### src/design/cip_pkg.sv
package cip_pkg;

   localparam int GainW  = 24;
   localparam int LimitW = 31;
   localparam int DataW  = 32;
   localparam int ErrW   = 33;
   localparam int D1W    = 34;
   localparam int D2W    = 35;
   localparam int SumW   = 62;
   localparam int FracW  = 16;
   localparam int OutW   = 48;
   localparam int AddrW  = 4;
   localparam int CntW   = 5;

   typedef enum logic [AddrW-1:0] {
      REG_POS_GAIN_P = 4'd0,
      REG_POS_GAIN_I = 4'd1,
      REG_POS_GAIN_D = 4'd2,
      REG_POS_LIMIT  = 4'd3,
      REG_SPD_GAIN_P = 4'd4,
      REG_SPD_GAIN_I = 4'd5,
      REG_SPD_GAIN_D = 4'd6,
      REG_SPD_LIMIT  = 4'd7
   } reg_idx_type;

   typedef enum logic [1:0] {
      TERM_P = 2'd0,
      TERM_I = 2'd1,
      TERM_D = 2'd2
   } term_type;

   typedef enum logic [2:0] {
      ST_IDLE,
      ST_ERR,
      ST_LOAD,
      ST_MUL,
      ST_ACC,
      ST_DONE
   } state_type;

   typedef struct packed {
      logic clear;
      logic load;
      logic step;
   } mac_ctrl_type;

endpackage

### src/design/cascaded_incremental_pid.sv
// Position mode runs both loops, position first; speed mode runs the speed loop only.
// Requests are taken only in idle, after the prior result is registered; each loop runs
// P, I and D through one bit-serial shift-add multiplier (one gain bit per cycle).
// Reset: synchronous, active high; clears gains, limits, errors and accumulators.
module cascaded_incremental_pid (
   input  logic                              clock,
   input  logic                              reset,
   input  logic                              req_valid,
   output logic                              req_ready,
   input  logic                              req_func,
   input  logic signed [cip_pkg::DataW-1:0]  req_target,
   input  logic signed [cip_pkg::DataW-1:0]  req_angle_meas,
   input  logic signed [cip_pkg::DataW-1:0]  req_speed_meas,
   output logic                              rsp_valid,
   input  logic                              rsp_ready,
   output logic signed [cip_pkg::DataW-1:0]  rsp_drive_out,
   output logic signed [cip_pkg::DataW-1:0]  rsp_speed_setpoint,
   input  logic                              csr_we,
   input  logic [cip_pkg::AddrW-1:0]         csr_addr,
   input  logic [cip_pkg::LimitW-1:0]        csr_wdata
);
   import cip_pkg::*;

   logic [GainW-1:0]  pos_gp_ff, pos_gi_ff, pos_gd_ff, spd_gp_ff, spd_gi_ff, spd_gd_ff;
   logic [LimitW-1:0] pos_lim_ff, spd_lim_ff;

   logic signed [ErrW-1:0]  pos_e0_ff, pos_e1_ff, spd_e0_ff, spd_e1_ff;
   logic signed [DataW-1:0] pos_acc_ff, spd_acc_ff;

   state_type state_ff, state_in;
   logic      lp_ff, lp_in;
   term_type  term_ff, term_in;
   logic [CntW-1:0] cnt_ff, cnt_in;

   logic                    func_ff;
   logic signed [DataW-1:0] target_ff, angle_ff, speed_ff;

   logic signed [ErrW-1:0] e_ff;
   logic signed [D1W-1:0]  d1_ff;
   logic signed [D2W-1:0]  d2_ff;

   logic                    rsp_valid_ff, rsp_valid_in;
   logic signed [DataW-1:0] drive_ff, setp_ff;

   mac_ctrl_type           mac_ctrl;
   logic [GainW-1:0]       mac_gain;
   logic signed [SumW-1:0] mac_mcand, mac_sum;

   logic signed [DataW-1:0] ref_val, fdb_val, acc_cur;
   logic signed [ErrW-1:0]  e_cur, e0_cur, e1_cur;
   logic signed [D1W-1:0]   d1_cur;
   logic signed [D2W-1:0]   d2_cur;
   logic [GainW-1:0]        gp_cur, gi_cur, gd_cur;
   logic [LimitW-1:0]       lim_cur;
   logic signed [OutW-1:0]  out_raw, lim_pos, lim_neg, out_clamp;
   logic                    accept;

   cip_mac u_mac (
      .clock (clock),
      .ctrl  (mac_ctrl),
      .gain  (mac_gain),
      .mcand (mac_mcand),
      .sum   (mac_sum)
   );

   assign accept    = req_valid && req_ready;
   assign req_ready = (state_ff == ST_IDLE);

   always_comb begin
      gp_cur  = lp_ff ? spd_gp_ff  : pos_gp_ff;
      gi_cur  = lp_ff ? spd_gi_ff  : pos_gi_ff;
      gd_cur  = lp_ff ? spd_gd_ff  : pos_gd_ff;
      lim_cur = lp_ff ? spd_lim_ff : pos_lim_ff;
      e0_cur  = lp_ff ? spd_e0_ff  : pos_e0_ff;
      e1_cur  = lp_ff ? spd_e1_ff  : pos_e1_ff;
      acc_cur = lp_ff ? spd_acc_ff : pos_acc_ff;
      ref_val = (lp_ff && !func_ff) ? pos_acc_ff : target_ff;
      fdb_val = lp_ff ? speed_ff : angle_ff;
      e_cur   = ErrW'(ref_val) - ErrW'(fdb_val);
      d1_cur  = D1W'(e_cur) - D1W'(e1_cur);
      d2_cur  = D2W'(e_cur) - (D2W'(e1_cur) <<< 1) + D2W'(e0_cur);
   end

   always_comb begin
      case (term_ff)
         TERM_P: begin
            mac_gain  = gp_cur;
            mac_mcand = SumW'(d1_ff);
         end
         TERM_I: begin
            mac_gain  = gi_cur;
            mac_mcand = SumW'(e_ff);
         end
         TERM_D: begin
            mac_gain  = gd_cur;
            mac_mcand = SumW'(d2_ff);
         end
         default: begin
            mac_gain  = '0;
            mac_mcand = '0;
         end
      endcase
   end

   always_comb begin
      out_raw = OutW'(acc_cur) + OutW'($signed(mac_sum[SumW-1:FracW]));
      lim_pos = OutW'({1'b0, lim_cur});
      lim_neg = -lim_pos;
      if (out_raw > lim_pos) begin
         out_clamp = lim_pos;
      end else if (out_raw < lim_neg) begin
         out_clamp = lim_neg;
      end else begin
         out_clamp = out_raw;
      end
   end

   always_comb begin
      state_in     = state_ff;
      lp_in        = lp_ff;
      term_in      = term_ff;
      cnt_in       = cnt_ff;
      mac_ctrl     = '0;
      rsp_valid_in = rsp_valid_ff && !rsp_ready;
      case (state_ff)
         ST_IDLE: begin
            if (accept) begin
               lp_in    = req_func;
               state_in = ST_ERR;
            end
         end
         ST_ERR: begin
            term_in  = TERM_P;
            state_in = ST_LOAD;
         end
         ST_LOAD: begin
            mac_ctrl.load  = 1'b1;
            mac_ctrl.clear = (term_ff == TERM_P);
            cnt_in         = '0;
            state_in       = ST_MUL;
         end
         ST_MUL: begin
            mac_ctrl.step = 1'b1;
            cnt_in        = cnt_ff + 1'b1;
            if (cnt_ff == CntW'(GainW - 1)) begin
               if (term_ff == TERM_D) begin
                  state_in = ST_ACC;
               end else begin
                  term_in  = term_type'(term_ff + 2'd1);
                  state_in = ST_LOAD;
               end
            end
         end
         ST_ACC: begin
            if (lp_ff) begin
               state_in = ST_DONE;
            end else begin
               lp_in    = 1'b1;
               state_in = ST_ERR;
            end
         end
         ST_DONE: begin
            if (!rsp_valid_ff || rsp_ready) begin
               rsp_valid_in = 1'b1;
               state_in     = ST_IDLE;
            end
         end
         default: state_in = ST_IDLE;
      endcase
   end

   always_ff @(posedge clock) begin
      if (reset) begin
         state_ff     <= ST_IDLE;
         lp_ff        <= 1'b0;
         term_ff      <= TERM_P;
         cnt_ff       <= '0;
         rsp_valid_ff <= 1'b0;
      end else begin
         state_ff     <= state_in;
         lp_ff        <= lp_in;
         term_ff      <= term_in;
         cnt_ff       <= cnt_in;
         rsp_valid_ff <= rsp_valid_in;
      end
   end

   always_ff @(posedge clock) begin
      if (reset) begin
         pos_gp_ff  <= '0;
         pos_gi_ff  <= '0;
         pos_gd_ff  <= '0;
         pos_lim_ff <= '0;
         spd_gp_ff  <= '0;
         spd_gi_ff  <= '0;
         spd_gd_ff  <= '0;
         spd_lim_ff <= '0;
      end else if (csr_we) begin
         case (csr_addr)
            REG_POS_GAIN_P: pos_gp_ff  <= csr_wdata[GainW-1:0];
            REG_POS_GAIN_I: pos_gi_ff  <= csr_wdata[GainW-1:0];
            REG_POS_GAIN_D: pos_gd_ff  <= csr_wdata[GainW-1:0];
            REG_POS_LIMIT:  pos_lim_ff <= csr_wdata;
            REG_SPD_GAIN_P: spd_gp_ff  <= csr_wdata[GainW-1:0];
            REG_SPD_GAIN_I: spd_gi_ff  <= csr_wdata[GainW-1:0];
            REG_SPD_GAIN_D: spd_gd_ff  <= csr_wdata[GainW-1:0];
            REG_SPD_LIMIT:  spd_lim_ff <= csr_wdata;
            default: ;
         endcase
      end
   end

   always_ff @(posedge clock) begin
      if (reset) begin
         pos_e0_ff  <= '0;
         pos_e1_ff  <= '0;
         pos_acc_ff <= '0;
         spd_e0_ff  <= '0;
         spd_e1_ff  <= '0;
         spd_acc_ff <= '0;
      end else if (state_ff == ST_ACC) begin
         if (lp_ff) begin
            spd_e0_ff  <= spd_e1_ff;
            spd_e1_ff  <= e_ff;
            spd_acc_ff <= out_clamp[DataW-1:0];
         end else begin
            pos_e0_ff  <= pos_e1_ff;
            pos_e1_ff  <= e_ff;
            pos_acc_ff <= out_clamp[DataW-1:0];
         end
      end
   end

   always_ff @(posedge clock) begin
      if (accept) begin
         func_ff   <= req_func;
         target_ff <= req_target;
         angle_ff  <= req_angle_meas;
         speed_ff  <= req_speed_meas;
      end
      if (state_ff == ST_ERR) begin
         e_ff  <= e_cur;
         d1_ff <= d1_cur;
         d2_ff <= d2_cur;
      end
      if (state_ff == ST_DONE && (!rsp_valid_ff || rsp_ready)) begin
         drive_ff <= spd_acc_ff;
         setp_ff  <= pos_acc_ff;
      end
   end

   assign rsp_valid          = rsp_valid_ff;
   assign rsp_drive_out      = drive_ff;
   assign rsp_speed_setpoint = setp_ff;

   a_accept_starts: assert property (@(posedge clock) disable iff (reset)
      accept |=> (state_ff == ST_ERR))
      else $error("accepted beat did not start a loop");

   a_rsp_from_done: assert property (@(posedge clock) disable iff (reset)
      $rose(rsp_valid_ff) |-> $past(state_ff == ST_DONE))
      else $error("result beat raised outside completion");

   a_spd_clamped: assert property (@(posedge clock) disable iff (reset)
      (state_ff == ST_DONE) |->
         ($signed(OutW'(spd_acc_ff)) <= $signed(OutW'({1'b0, spd_lim_ff})) &&
          $signed(OutW'(spd_acc_ff)) >= -$signed(OutW'({1'b0, spd_lim_ff}))))
      else $error("speed accumulator beyond limit");

endmodule

### src/design/cip_mac.sv
module cip_mac (
   input  logic                               clock,
   input  cip_pkg::mac_ctrl_type              ctrl,
   input  logic [cip_pkg::GainW-1:0]          gain,
   input  logic signed [cip_pkg::SumW-1:0]    mcand,
   output logic signed [cip_pkg::SumW-1:0]    sum
);
   import cip_pkg::*;

   logic signed [SumW-1:0] sum_ff, sum_in;
   logic signed [SumW-1:0] mcand_ff, mcand_in;
   logic [GainW-1:0]       gsh_ff, gsh_in;

   always_comb begin
      sum_in   = sum_ff;
      mcand_in = mcand_ff;
      gsh_in   = gsh_ff;
      if (ctrl.clear) begin
         sum_in = '0;
      end
      if (ctrl.load) begin
         mcand_in = mcand;
         gsh_in   = gain;
      end else if (ctrl.step) begin
         if (gsh_ff[0]) begin
            sum_in = sum_ff + mcand_ff;
         end
         mcand_in = mcand_ff <<< 1;
         gsh_in   = gsh_ff >> 1;
      end
   end

   always_ff @(posedge clock) begin
      sum_ff   <= sum_in;
      mcand_ff <= mcand_in;
      gsh_ff   <= gsh_in;
   end

   assign sum = sum_ff;

endmodule
### config.mk
export PLATFORM = sky130hd
export DESIGN_NAME = cascaded_incremental_pid
export DESIGN_NICKNAME = d
export VERILOG_FILES = /design/src/design/cip_pkg.sv /design/src/design/cascaded_incremental_pid.sv /design/src/design/cip_mac.sv
export SDC_FILE = /design/constraint.sdc
export NUM_CORES = 2
export LEC_CHECK = 0
export ABC_AREA = 1
export BUFFER_PORTS_ARGS = -buffer_cell sky130_fd_sc_hd__clkbuf_2
export CORE_ASPECT_RATIO = 0.7
export CORE_MARGIN = 1
export CORE_UTILIZATION = 50
export CTS_CLUSTER_SIZE = 16
export DETAILED_ROUTE_END_ITERATION = 8
export PLACE_DENSITY = 0.67
export SETUP_SLACK_MARGIN = 0.02
export SLEW_MARGIN = 10
export SYNTH_ARGS = -nofsm -noshare
export SYNTH_HDL_FRONTEND = slang
export SYNTH_SLANG_ARGS = --single-unit
export TNS_END_PERCENT = 10
### constraint.sdc
create_clock -name clock -period 19.2 [get_ports clock]
set_clock_uncertainty 0.1 [all_clocks]
set_input_delay 0.96 -clock clock [delete_from_list [all_inputs] [get_ports clock]]
set_output_delay 0.96 -clock clock [all_outputs]
set_load 0.02 [all_outputs]
# After elaboration in Yosys (flattened, before gate mapping)
# Index checks and enable logic that the tools add are counted.
[word_totals]
register_bits = 825
[op_classes]
addsub = 9
order_cmp = 2
n_eq_ne = 19
muxes = 37
n_bitwise = 1
n_reduce_logical = 28
[op_table]
columns = ["operator", "count"]
rows = [
  ["62-bit 2-to-1 mux", 6],
  ["62-bit case mux with 3 select lines", 1],
  ["32-bit 2-to-1 mux", 5],
  ["24-bit 2-to-1 mux", 5],
  ["24-bit case mux with 3 select lines", 1],
  ["33-bit 2-to-1 mux", 2],
  ["62-bit adder", 1],
  ["47-bit by 48-bit < comparator with 1-bit output", 1],
  ["31-bit negator with 48-bit output", 1],
  ["32-bit by 46-bit adder with 47-bit output", 1],
  ["47-bit by 32-bit greater-than comparator with 1-bit output", 1],
  ["35-bit by 33-bit adder with 35-bit output", 1],
  ["33-bit by 34-bit subtractor with 35-bit output", 1],
  ["33-bit by 33-bit subtractor with 34-bit output", 1],
  ["32-bit by 32-bit subtractor with 33-bit output", 1],
  ["31-bit 2-to-1 mux", 1],
  ["2-bit AND reduction", 11],
  ["3-bit case mux with 6 select lines", 1],
  ["4-bit by 3-bit == test with 1-bit output, second input constant", 4],
  ["3-bit 2-to-1 mux", 5],
  ["5-bit case mux with 2 select lines", 1],
  ["4-bit by 2-bit == test with 1-bit output, second input constant", 2],
  ["2-bit nonzero test", 4],
  ["3-bit by 2-bit == test with 1-bit output, second input constant", 2],
  ["other kinds (22)", 36],
]

# Longest topological paths before layout
[logic_depth]
depth_word = 6
ltp_mapped = 45

# Modules after synthesis
# From an unflattened synthesis, not the netlist that was laid out.
[hier_totals]
cells_unflattened = 6823
hier_area_um2 = 50310.8
[by_module_without_submodules]
columns = ["mod", "instances", "cells_per_inst", "area_per_inst_um2", "seq_area_each_um2"]
rows = [
  ["cascaded_incremental_pid", 1, 5021, 39103.8, 16185.5],
  ["cip_mac", 1, 1802, 11207.0, 3823.7],
]

# Worst setup path before layout
# No wires, ideal clock.
[synth_timing]
kind = "register to register"
from = "register lp_ff"
to = "register d2_ff[33], data pin"
arrival_ns = 6.443
required_time_ns = 18.836
setup_slack_ns = 12.393
stages_incl_launch_ff = 33
period_less_slack_ns = 6.807
cell_sequence = "dfxtp_1 > buf_6 > buf_6 > clkbuf_1 > buf_1 > clkbuf_1 > clkbuf_1 > mux2i_1 > fa_1 > nand2_1 > inv_1 > nand2_1 > nand2_1 > a21oi_1 > o21bai_1 > a21oi_1 > o21ai_0 > a21oi_1 > o21ai_0 > a21boi_0 > o21ai_0 > a21oi_1 > xnor2_1 > fa_1 > ha_1 > nand2_1 > nor4_1 > a221oi_1 > nand2_1 > nand3_1 > nand2_1 > a31oi_1 > xor2_1"
[synth_between]
elab_chain_cells = 5
elab_cells_between_ends = 8
classes_between = "add/sub: 3; mux: 4; reduce/logical: 1"
[synth_rtl]
columns = ["item", "line_no", "text"]
rows = [
  ["start, declared", "cascaded_incremental_pid.sv:31", "logic lp_ff, lp_in;"],
  ["start signal, assigned", "cascaded_incremental_pid.sv:181", "lp_ff <= lp_in;"],
  ["1-bit logical AND", "cascaded_incremental_pid.sv:77", "ref_val = (lp_ff && !func_ff) ? pos_acc_ff : target_ff;"],
  ["32-bit 2-to-1 mux", "cascaded_incremental_pid.sv:77", ""],
  ["32-bit by 32-bit subtractor with 33-bit output (*)", "cascaded_incremental_pid.sv:79", "e_cur = ErrW'(ref_val) - ErrW'(fdb_val);"],
  ["via e_cur[28]", "cascaded_incremental_pid.sv:50", "logic signed [ErrW-1:0] e_cur, e0_cur, e1_cur;"],
  ["33-bit by 34-bit subtractor with 35-bit output (*)", "cascaded_incremental_pid.sv:81", "d2_cur = D2W'(e_cur) - (D2W'(e1_cur) <<< 1) + D2W'(e0_cur);"],
  ["35-bit by 33-bit adder with 35-bit output (*)", "cascaded_incremental_pid.sv:81", ""],
  ["via d2_cur[33]", "cascaded_incremental_pid.sv:52", "logic signed [D2W-1:0] d2_cur;"],
  ["end signal, assigned", "cascaded_incremental_pid.sv:244", "d2_ff <= d2_cur;"],
  ["end, declared", "cascaded_incremental_pid.sv:40", "logic signed [D2W-1:0] d2_ff;"],
]
# Mark *: on every way through the listed nets, which the timed path passes. The rest lies on a longest branch.
# A chain may end at the register's enable or synchronous reset.

# Worst setup path after layout
# Ends and elaborated chain as after synthesis.

==> impl_metrics.prom <==
# TYPE chip_impl_metric gauge
chip_impl_metric{name="timing.final.crit_period",unit="ns"} 7.92
chip_impl_info{name="cts_tree",value="built"} 1
chip_impl_info{name="ys_dominant_reg_cell",value="sky130_fd_sc_hd__dfxtp_1"} 1
chip_impl_metric{name="core_area",unit="µm²"} 92600
chip_impl_metric{name="dpl.cell_count",unit=""} 7160
chip_impl_metric{name="timing.final.setup_violations",unit=""} 0
chip_impl_metric{name="synthesis.nets",unit=""} 6388
chip_impl_metric{name="worstPathBufferInverterCount",unit=""} 3
chip_impl_metric{name="slew_violations",unit=""} 0
chip_impl_metric{name="clk-insertion-delay-late",unit="ns"} 0.70
chip_impl_info{name="grt_setup_unrepaired",value="no"} 1
chip_impl_metric{name="totalNegativeSetupSlack",unit="ns"} 0
chip_impl_metric{name="final_antenna_net_count",unit=""} 0
chip_impl_metric{name="gpl.final_weighted_congestion",unit=""} 1.04
chip_impl_metric{name="cts_repair_resize_count",unit=""} 0
chip_impl_metric{name="critPathArrivalTime",unit="ns"} 8.24
chip_impl_metric{name="critical_path_required",unit="ns"} 19.52
chip_impl_metric{name="power",unit="mW"} 11.0
chip_impl_metric{name="drt_iter0_drcs",unit=""} 5055
chip_impl_metric{name="grt_max_degree",unit=""} 214
chip_impl_metric{name="synth.lib_cells_used.distinct",unit=""} 61
chip_impl_metric{name="dr_total_vias",unit=""} 42100
chip_impl_metric{name="max-clock-path-buffers",unit=""} 3
chip_impl_metric{name="die_h",unit="µm"} 259
chip_impl_metric{name="switchingPower",unit="mW"} 5.40
chip_impl_metric{name="synth_fa_ha_area_share",unit="%"} 9.26
chip_impl_metric{name="floorplan.die_area",unit="µm²"} 95400
chip_impl_info{name="root_buffer",value="sky130_fd_sc_hd__clkbuf_16"} 1
chip_impl_metric{name="power.clock.fraction",unit="%"} 14.9
chip_impl_info{name="worstSetupStartpointType",value="flop"} 1
chip_impl_info{name="cp_slowest_cell",value="sky130_fd_sc_hd__dfxtp_4"} 1
chip_impl_metric{name="power.ir.vdd_worst",unit="V"} 0.000146
chip_impl_metric{name="share_seq_of_total_power",unit="%"} 25.6
chip_impl_metric{name="synth_area_per_cell",unit="µm²"} 7.94
chip_impl_metric{name="drc",unit=""} 0
chip_impl_info{name="layout.cells.most_common",value="sky130_fd_sc_hd__nand2_1"} 1
chip_impl_info{name="final_cell_mix",value="sky130_fd_sc_hd__nand2_1 (1082), sky130_fd_sc_hd__o21ai_0 (655), sky130_fd_sc_hd__inv_1 (620)"} 1
chip_impl_metric{name="route.final.wire_length",unit="mm"} 158
chip_impl_info{name="hold_path_class",value="reg2reg"} 1
chip_impl_metric{name="numClockSinks",unit=""} 825
chip_impl_metric{name="critPathMaxStageDelay",unit="ns"} 0.73
chip_impl_metric{name="vias_per_cell",unit=""} 5.76
chip_impl_info{name="crit_path_max_delay_family",value="compound AO/OA/AOI/OAI gates"} 1
chip_impl_metric{name="drt-wirelength-per-cell",unit="µm"} 21.6
chip_impl_metric{name="swShare",unit="%"} 48.9
chip_impl_metric{name="crit_fanout",unit=""} 152
chip_impl_metric{name="grt_pass1_vias",unit=""} 38100
chip_impl_metric{name="hold_viol",unit=""} 0
chip_impl_info{name="run_status",value="finished clean"} 1
chip_impl_metric{name="post-dp-hpwl",unit="mm"} 118
chip_impl_metric{name="share_comb_of_total_power",unit="%"} 59.5
chip_impl_info{name="main_combinational_cell_family_by_area_after_synthesis",value="simple AND/OR/NAND/NOR gates"} 1
chip_impl_metric{name="power_density",unit="nW/µm²"} 213
chip_impl_metric{name="cap_viol_max_count",unit=""} 0
chip_impl_metric{name="layout-drive-gt1-share",unit="%"} 7.72
chip_impl_metric{name="grt_pass1_wl",unit="mm"} 239
chip_impl_metric{name="cellInternalPower",unit="mW"} 5.64
chip_impl_metric{name="number_of_standard_cells_after_synthesis",unit=""} 5925
chip_impl_metric{name="post-cts-setup-buffers",unit=""} 0
chip_impl_info{name="timing.setup.critical_path_class",value="reg2reg"} 1
chip_impl_metric{name="stdcell_count",unit=""} 7313
chip_impl_metric{name="number_of_antenna_violations_at_the_first_check_in_global_routing",unit=""} 4
chip_impl_info{name="crit_path_end_kind",value="flop"} 1
chip_impl_metric{name="grt.overflow.total",unit=""} 0
chip_impl_metric{name="dieWidth",unit="µm"} 369
chip_impl_metric{name="area_growth_syn_to_layout",unit="%"} 9.99
chip_impl_metric{name="max_clock_freq",unit="MHz"} 126
chip_impl_metric{name="numCtsBuffers",unit=""} 81
chip_impl_metric{name="rrSetupSlack",unit="ns"} 11.28
chip_impl_metric{name="synthesis.yosys.warnings",unit=""} 0
chip_impl_metric{name="synth_mux_area_share",unit="%"} 0.659
chip_impl_metric{name="design.portCount",unit=""} 203
chip_impl_metric{name="port_buffers",unit=""} 202
chip_impl_metric{name="max_slew_margin_vs_limit",unit="%"} 22.6
chip_impl_metric{name="cts.clk_slew.worst_paths",unit="ns"} 0.06
chip_impl_metric{name="synthesis_stage_register_bit_count",unit=""} 825
chip_impl_metric{name="cellLeakagePower",unit="nW"} 22.4
chip_impl_metric{name="synth-compound-area-share",unit="%"} 18.2
chip_impl_metric{name="sequential_cell_area_fraction_in_the_yosys_report",unit="%"} 42.5
chip_impl_metric{name="track_usage",unit="%"} 32.6
chip_impl_metric{name="netlist_area_before_placement",unit="µm²"} 47100
chip_impl_metric{name="initial_utilization",unit="%"} 50.8
chip_impl_metric{name="async_set_reset_flop_share_out_of_synthesis",unit="%"} 0
chip_impl_metric{name="finish.utilization",unit="%"} 55.9
chip_impl_metric{name="timing_worst_slew_pin_value",unit="ns"} 1.16
chip_impl_metric{name="layout.nets",unit=""} 6471
chip_impl_metric{name="post-route-period-util",unit="%"} 41.3
chip_impl_metric{name="fp-row-count",unit=""} 93
chip_impl_metric{name="synthXorXnorAreaFrac",unit="%"} 3.57
chip_impl_metric{name="post_cts_hold_buffer_count",unit=""} 0
chip_impl_metric{name="max_h_tree_level",unit=""} 3
chip_impl_info{name="cpMostUsedCell",value="sky130_fd_sc_hd__nand2_1"} 1
chip_impl_metric{name="synth_enable_flop_cells",unit=""} 349
chip_impl_metric{name="yosys.area_share.simple",unit="%"} 18.6
chip_impl_metric{name="drtPass1Iterations",unit=""} 7
[logic make-up (layout without fill, tap and decap cells)]
family | Yosys count | in the layout
AND/OR/NAND/NOR | 2123 | 2123
AO/OA/AOI/OAI | 1541 | 1541
buffers and inverters | 888 | 1040
flip-flops | 825 | 825
adder cells (fa/ha/maj) | 326 | 326
XOR/XNOR | 191 | 191
multiplexers | 31 | 31
other | 0 | 1
[final cells by class]
| cell class | count | area [µm²] |
|---|---|---|
| antenna | 1 | 2.50 |
| clock buffer | 114 | 2250 |
| clock inverter | 38 | 463 |
| fill | 8716 | 40900 |
| inverter | 638 | 2400 |
| multi-input combinational | 4212 | 23700 |
| sequential | 825 | 20000 |
| tap | 1235 | 1550 |
| timing repair buffer | 250 | 1380 |
[power groups by stage]
stage / Sequential [mW] / Combinational, mW / Clock, mW
after CTS: 2.82 / 6.36 / 1.67
after detailed placement: 2.85 / 6.30 / 0
after global placement: 2.85 / 6.25 / 0
final: 2.82 / 6.56 / 1.65
after floorplan: 2.75 / 4.50 / 0
after global routing: 2.85 / 7.17 / 1.73
[final timing paths]
kind | startpoint | endpoint | cells after the start
worst max register to register | lp_ff | d2_ff[33] | 30
worst min register to register | pos_acc_ff[24] | rsp_speed_setpoint[24] | 0
worst min-delay path | pos_acc_ff[24] | rsp_speed_setpoint[24] | 0
worst max-delay path | lp_ff | d2_ff[33] | 30
[worst reg2reg max path: cells and delay by family, from the launching register on]
family | cells | cell delay, ns
AOI/OAI and AO/OA | 10 | 2.47
xor gates and xnor gates | 2 | 0.43
adders and majority gates | 4 | 1.45
buffers and inverters | 3 | 0.55
DFF | 1 | 0.73
and+or+nand+nor | 11 | 1.91
[stage by stage]
step	area, µm²	hold WS (ns)	worst slack, ns
4_1_cts	51800	0.311	11.51
2_1_floorplan	47100	0.308	12.39
5_1_grt	51800	0.322	10.89
6_report	51800	0.343	11.28
3_5_place_dp	49100	0.325	11.62
3_3_place_gp	49100	0.315	11.72
[flip-flops by register name, summed over array words and instances (netlist names), 32 cells and up]
name,cells
angle_ff,32
d1_ff,34
d2_ff,35
e_ff,33
pos_acc_ff,32
pos_e0_ff,33
pos_e1_ff,33
rsp_drive_out,32
rsp_speed_setpoint,32
spd_acc_ff,32
spd_e0_ff,33
spd_e1_ff,33
speed_ff,32
target_ff,32
u_mac.mcand_ff,62
u_mac.sum,62
[cells in the mapped netlist, types with 2 or more instances]
library cell / number / area (µm²)
sky130_fd_sc_hd__a211oi_1: 11 / 82.6
sky130_fd_sc_hd__a21boi_0: 13 / 97.6
sky130_fd_sc_hd__a21boi_1: 3 / 22.5
sky130_fd_sc_hd__a21o_1: 15 / 113
sky130_fd_sc_hd__a21oi_1: 565 / 2830
sky130_fd_sc_hd__a221oi_1: 54 / 473
sky130_fd_sc_hd__a22o_1: 31 / 272
sky130_fd_sc_hd__a31oi_1: 51 / 319
sky130_fd_sc_hd__and3_1: 3 / 18.8
sky130_fd_sc_hd__buf_1: 15 / 56.3
sky130_fd_sc_hd__buf_2: 15 / 75.1
sky130_fd_sc_hd__buf_4: 4 / 30.0
sky130_fd_sc_hd__buf_6: 4 / 45.0
sky130_fd_sc_hd__clkbuf_1: 211 / 792
sky130_fd_sc_hd__dfxtp_1: 476 / 9530
sky130_fd_sc_hd__edfxtp_1: 349 / 10500
sky130_fd_sc_hd__fa_1: 37 / 741
sky130_fd_sc_hd__ha_1: 289 / 3620
sky130_fd_sc_hd__inv_1: 623 / 2340
sky130_fd_sc_hd__inv_2: 14 / 52.6
sky130_fd_sc_hd__mux2i_1: 31 / 310
sky130_fd_sc_hd__nand2_1: 1085 / 4070
sky130_fd_sc_hd__nand2_2: 9 / 56.3
sky130_fd_sc_hd__nand2_4: 3 / 33.8
sky130_fd_sc_hd__nand3_1: 309 / 1550
sky130_fd_sc_hd__nand3_2: 4 / 40.0
sky130_fd_sc_hd__nand3b_1: 2 / 15.0
sky130_fd_sc_hd__nand4_1: 23 / 144
sky130_fd_sc_hd__nor2_1: 588 / 2210
sky130_fd_sc_hd__nor2_2: 3 / 18.8
sky130_fd_sc_hd__nor3_1: 40 / 200
sky130_fd_sc_hd__nor3_4: 2 / 32.5
sky130_fd_sc_hd__nor4_1: 17 / 106
sky130_fd_sc_hd__o211ai_1: 8 / 60.1
sky130_fd_sc_hd__o21a_1: 41 / 308
sky130_fd_sc_hd__o21ai_0: 657 / 3290
sky130_fd_sc_hd__o21ai_1: 14 / 70.1
sky130_fd_sc_hd__o21ai_2: 22 / 193
sky130_fd_sc_hd__o21bai_1: 19 / 143
sky130_fd_sc_hd__o221ai_1: 5 / 43.8
sky130_fd_sc_hd__o31ai_1: 26 / 195
sky130_fd_sc_hd__or2_1: 6 / 37.5
sky130_fd_sc_hd__or2_2: 22 / 138
sky130_fd_sc_hd__xnor2_1: 60 / 526
sky130_fd_sc_hd__xor2_1: 130 / 1140
[routing by layer]
metal	part of all wire [%]	global-route usage, %	vias up
met5	0.0063	0	-
met4	2.1	6.96	2
met3	10	6.54	164
met2	39	44.2	1885
met1	49	52.2	19900
li1	-	-	20200
No activity file was read; power rests on OpenSTA's default activity.
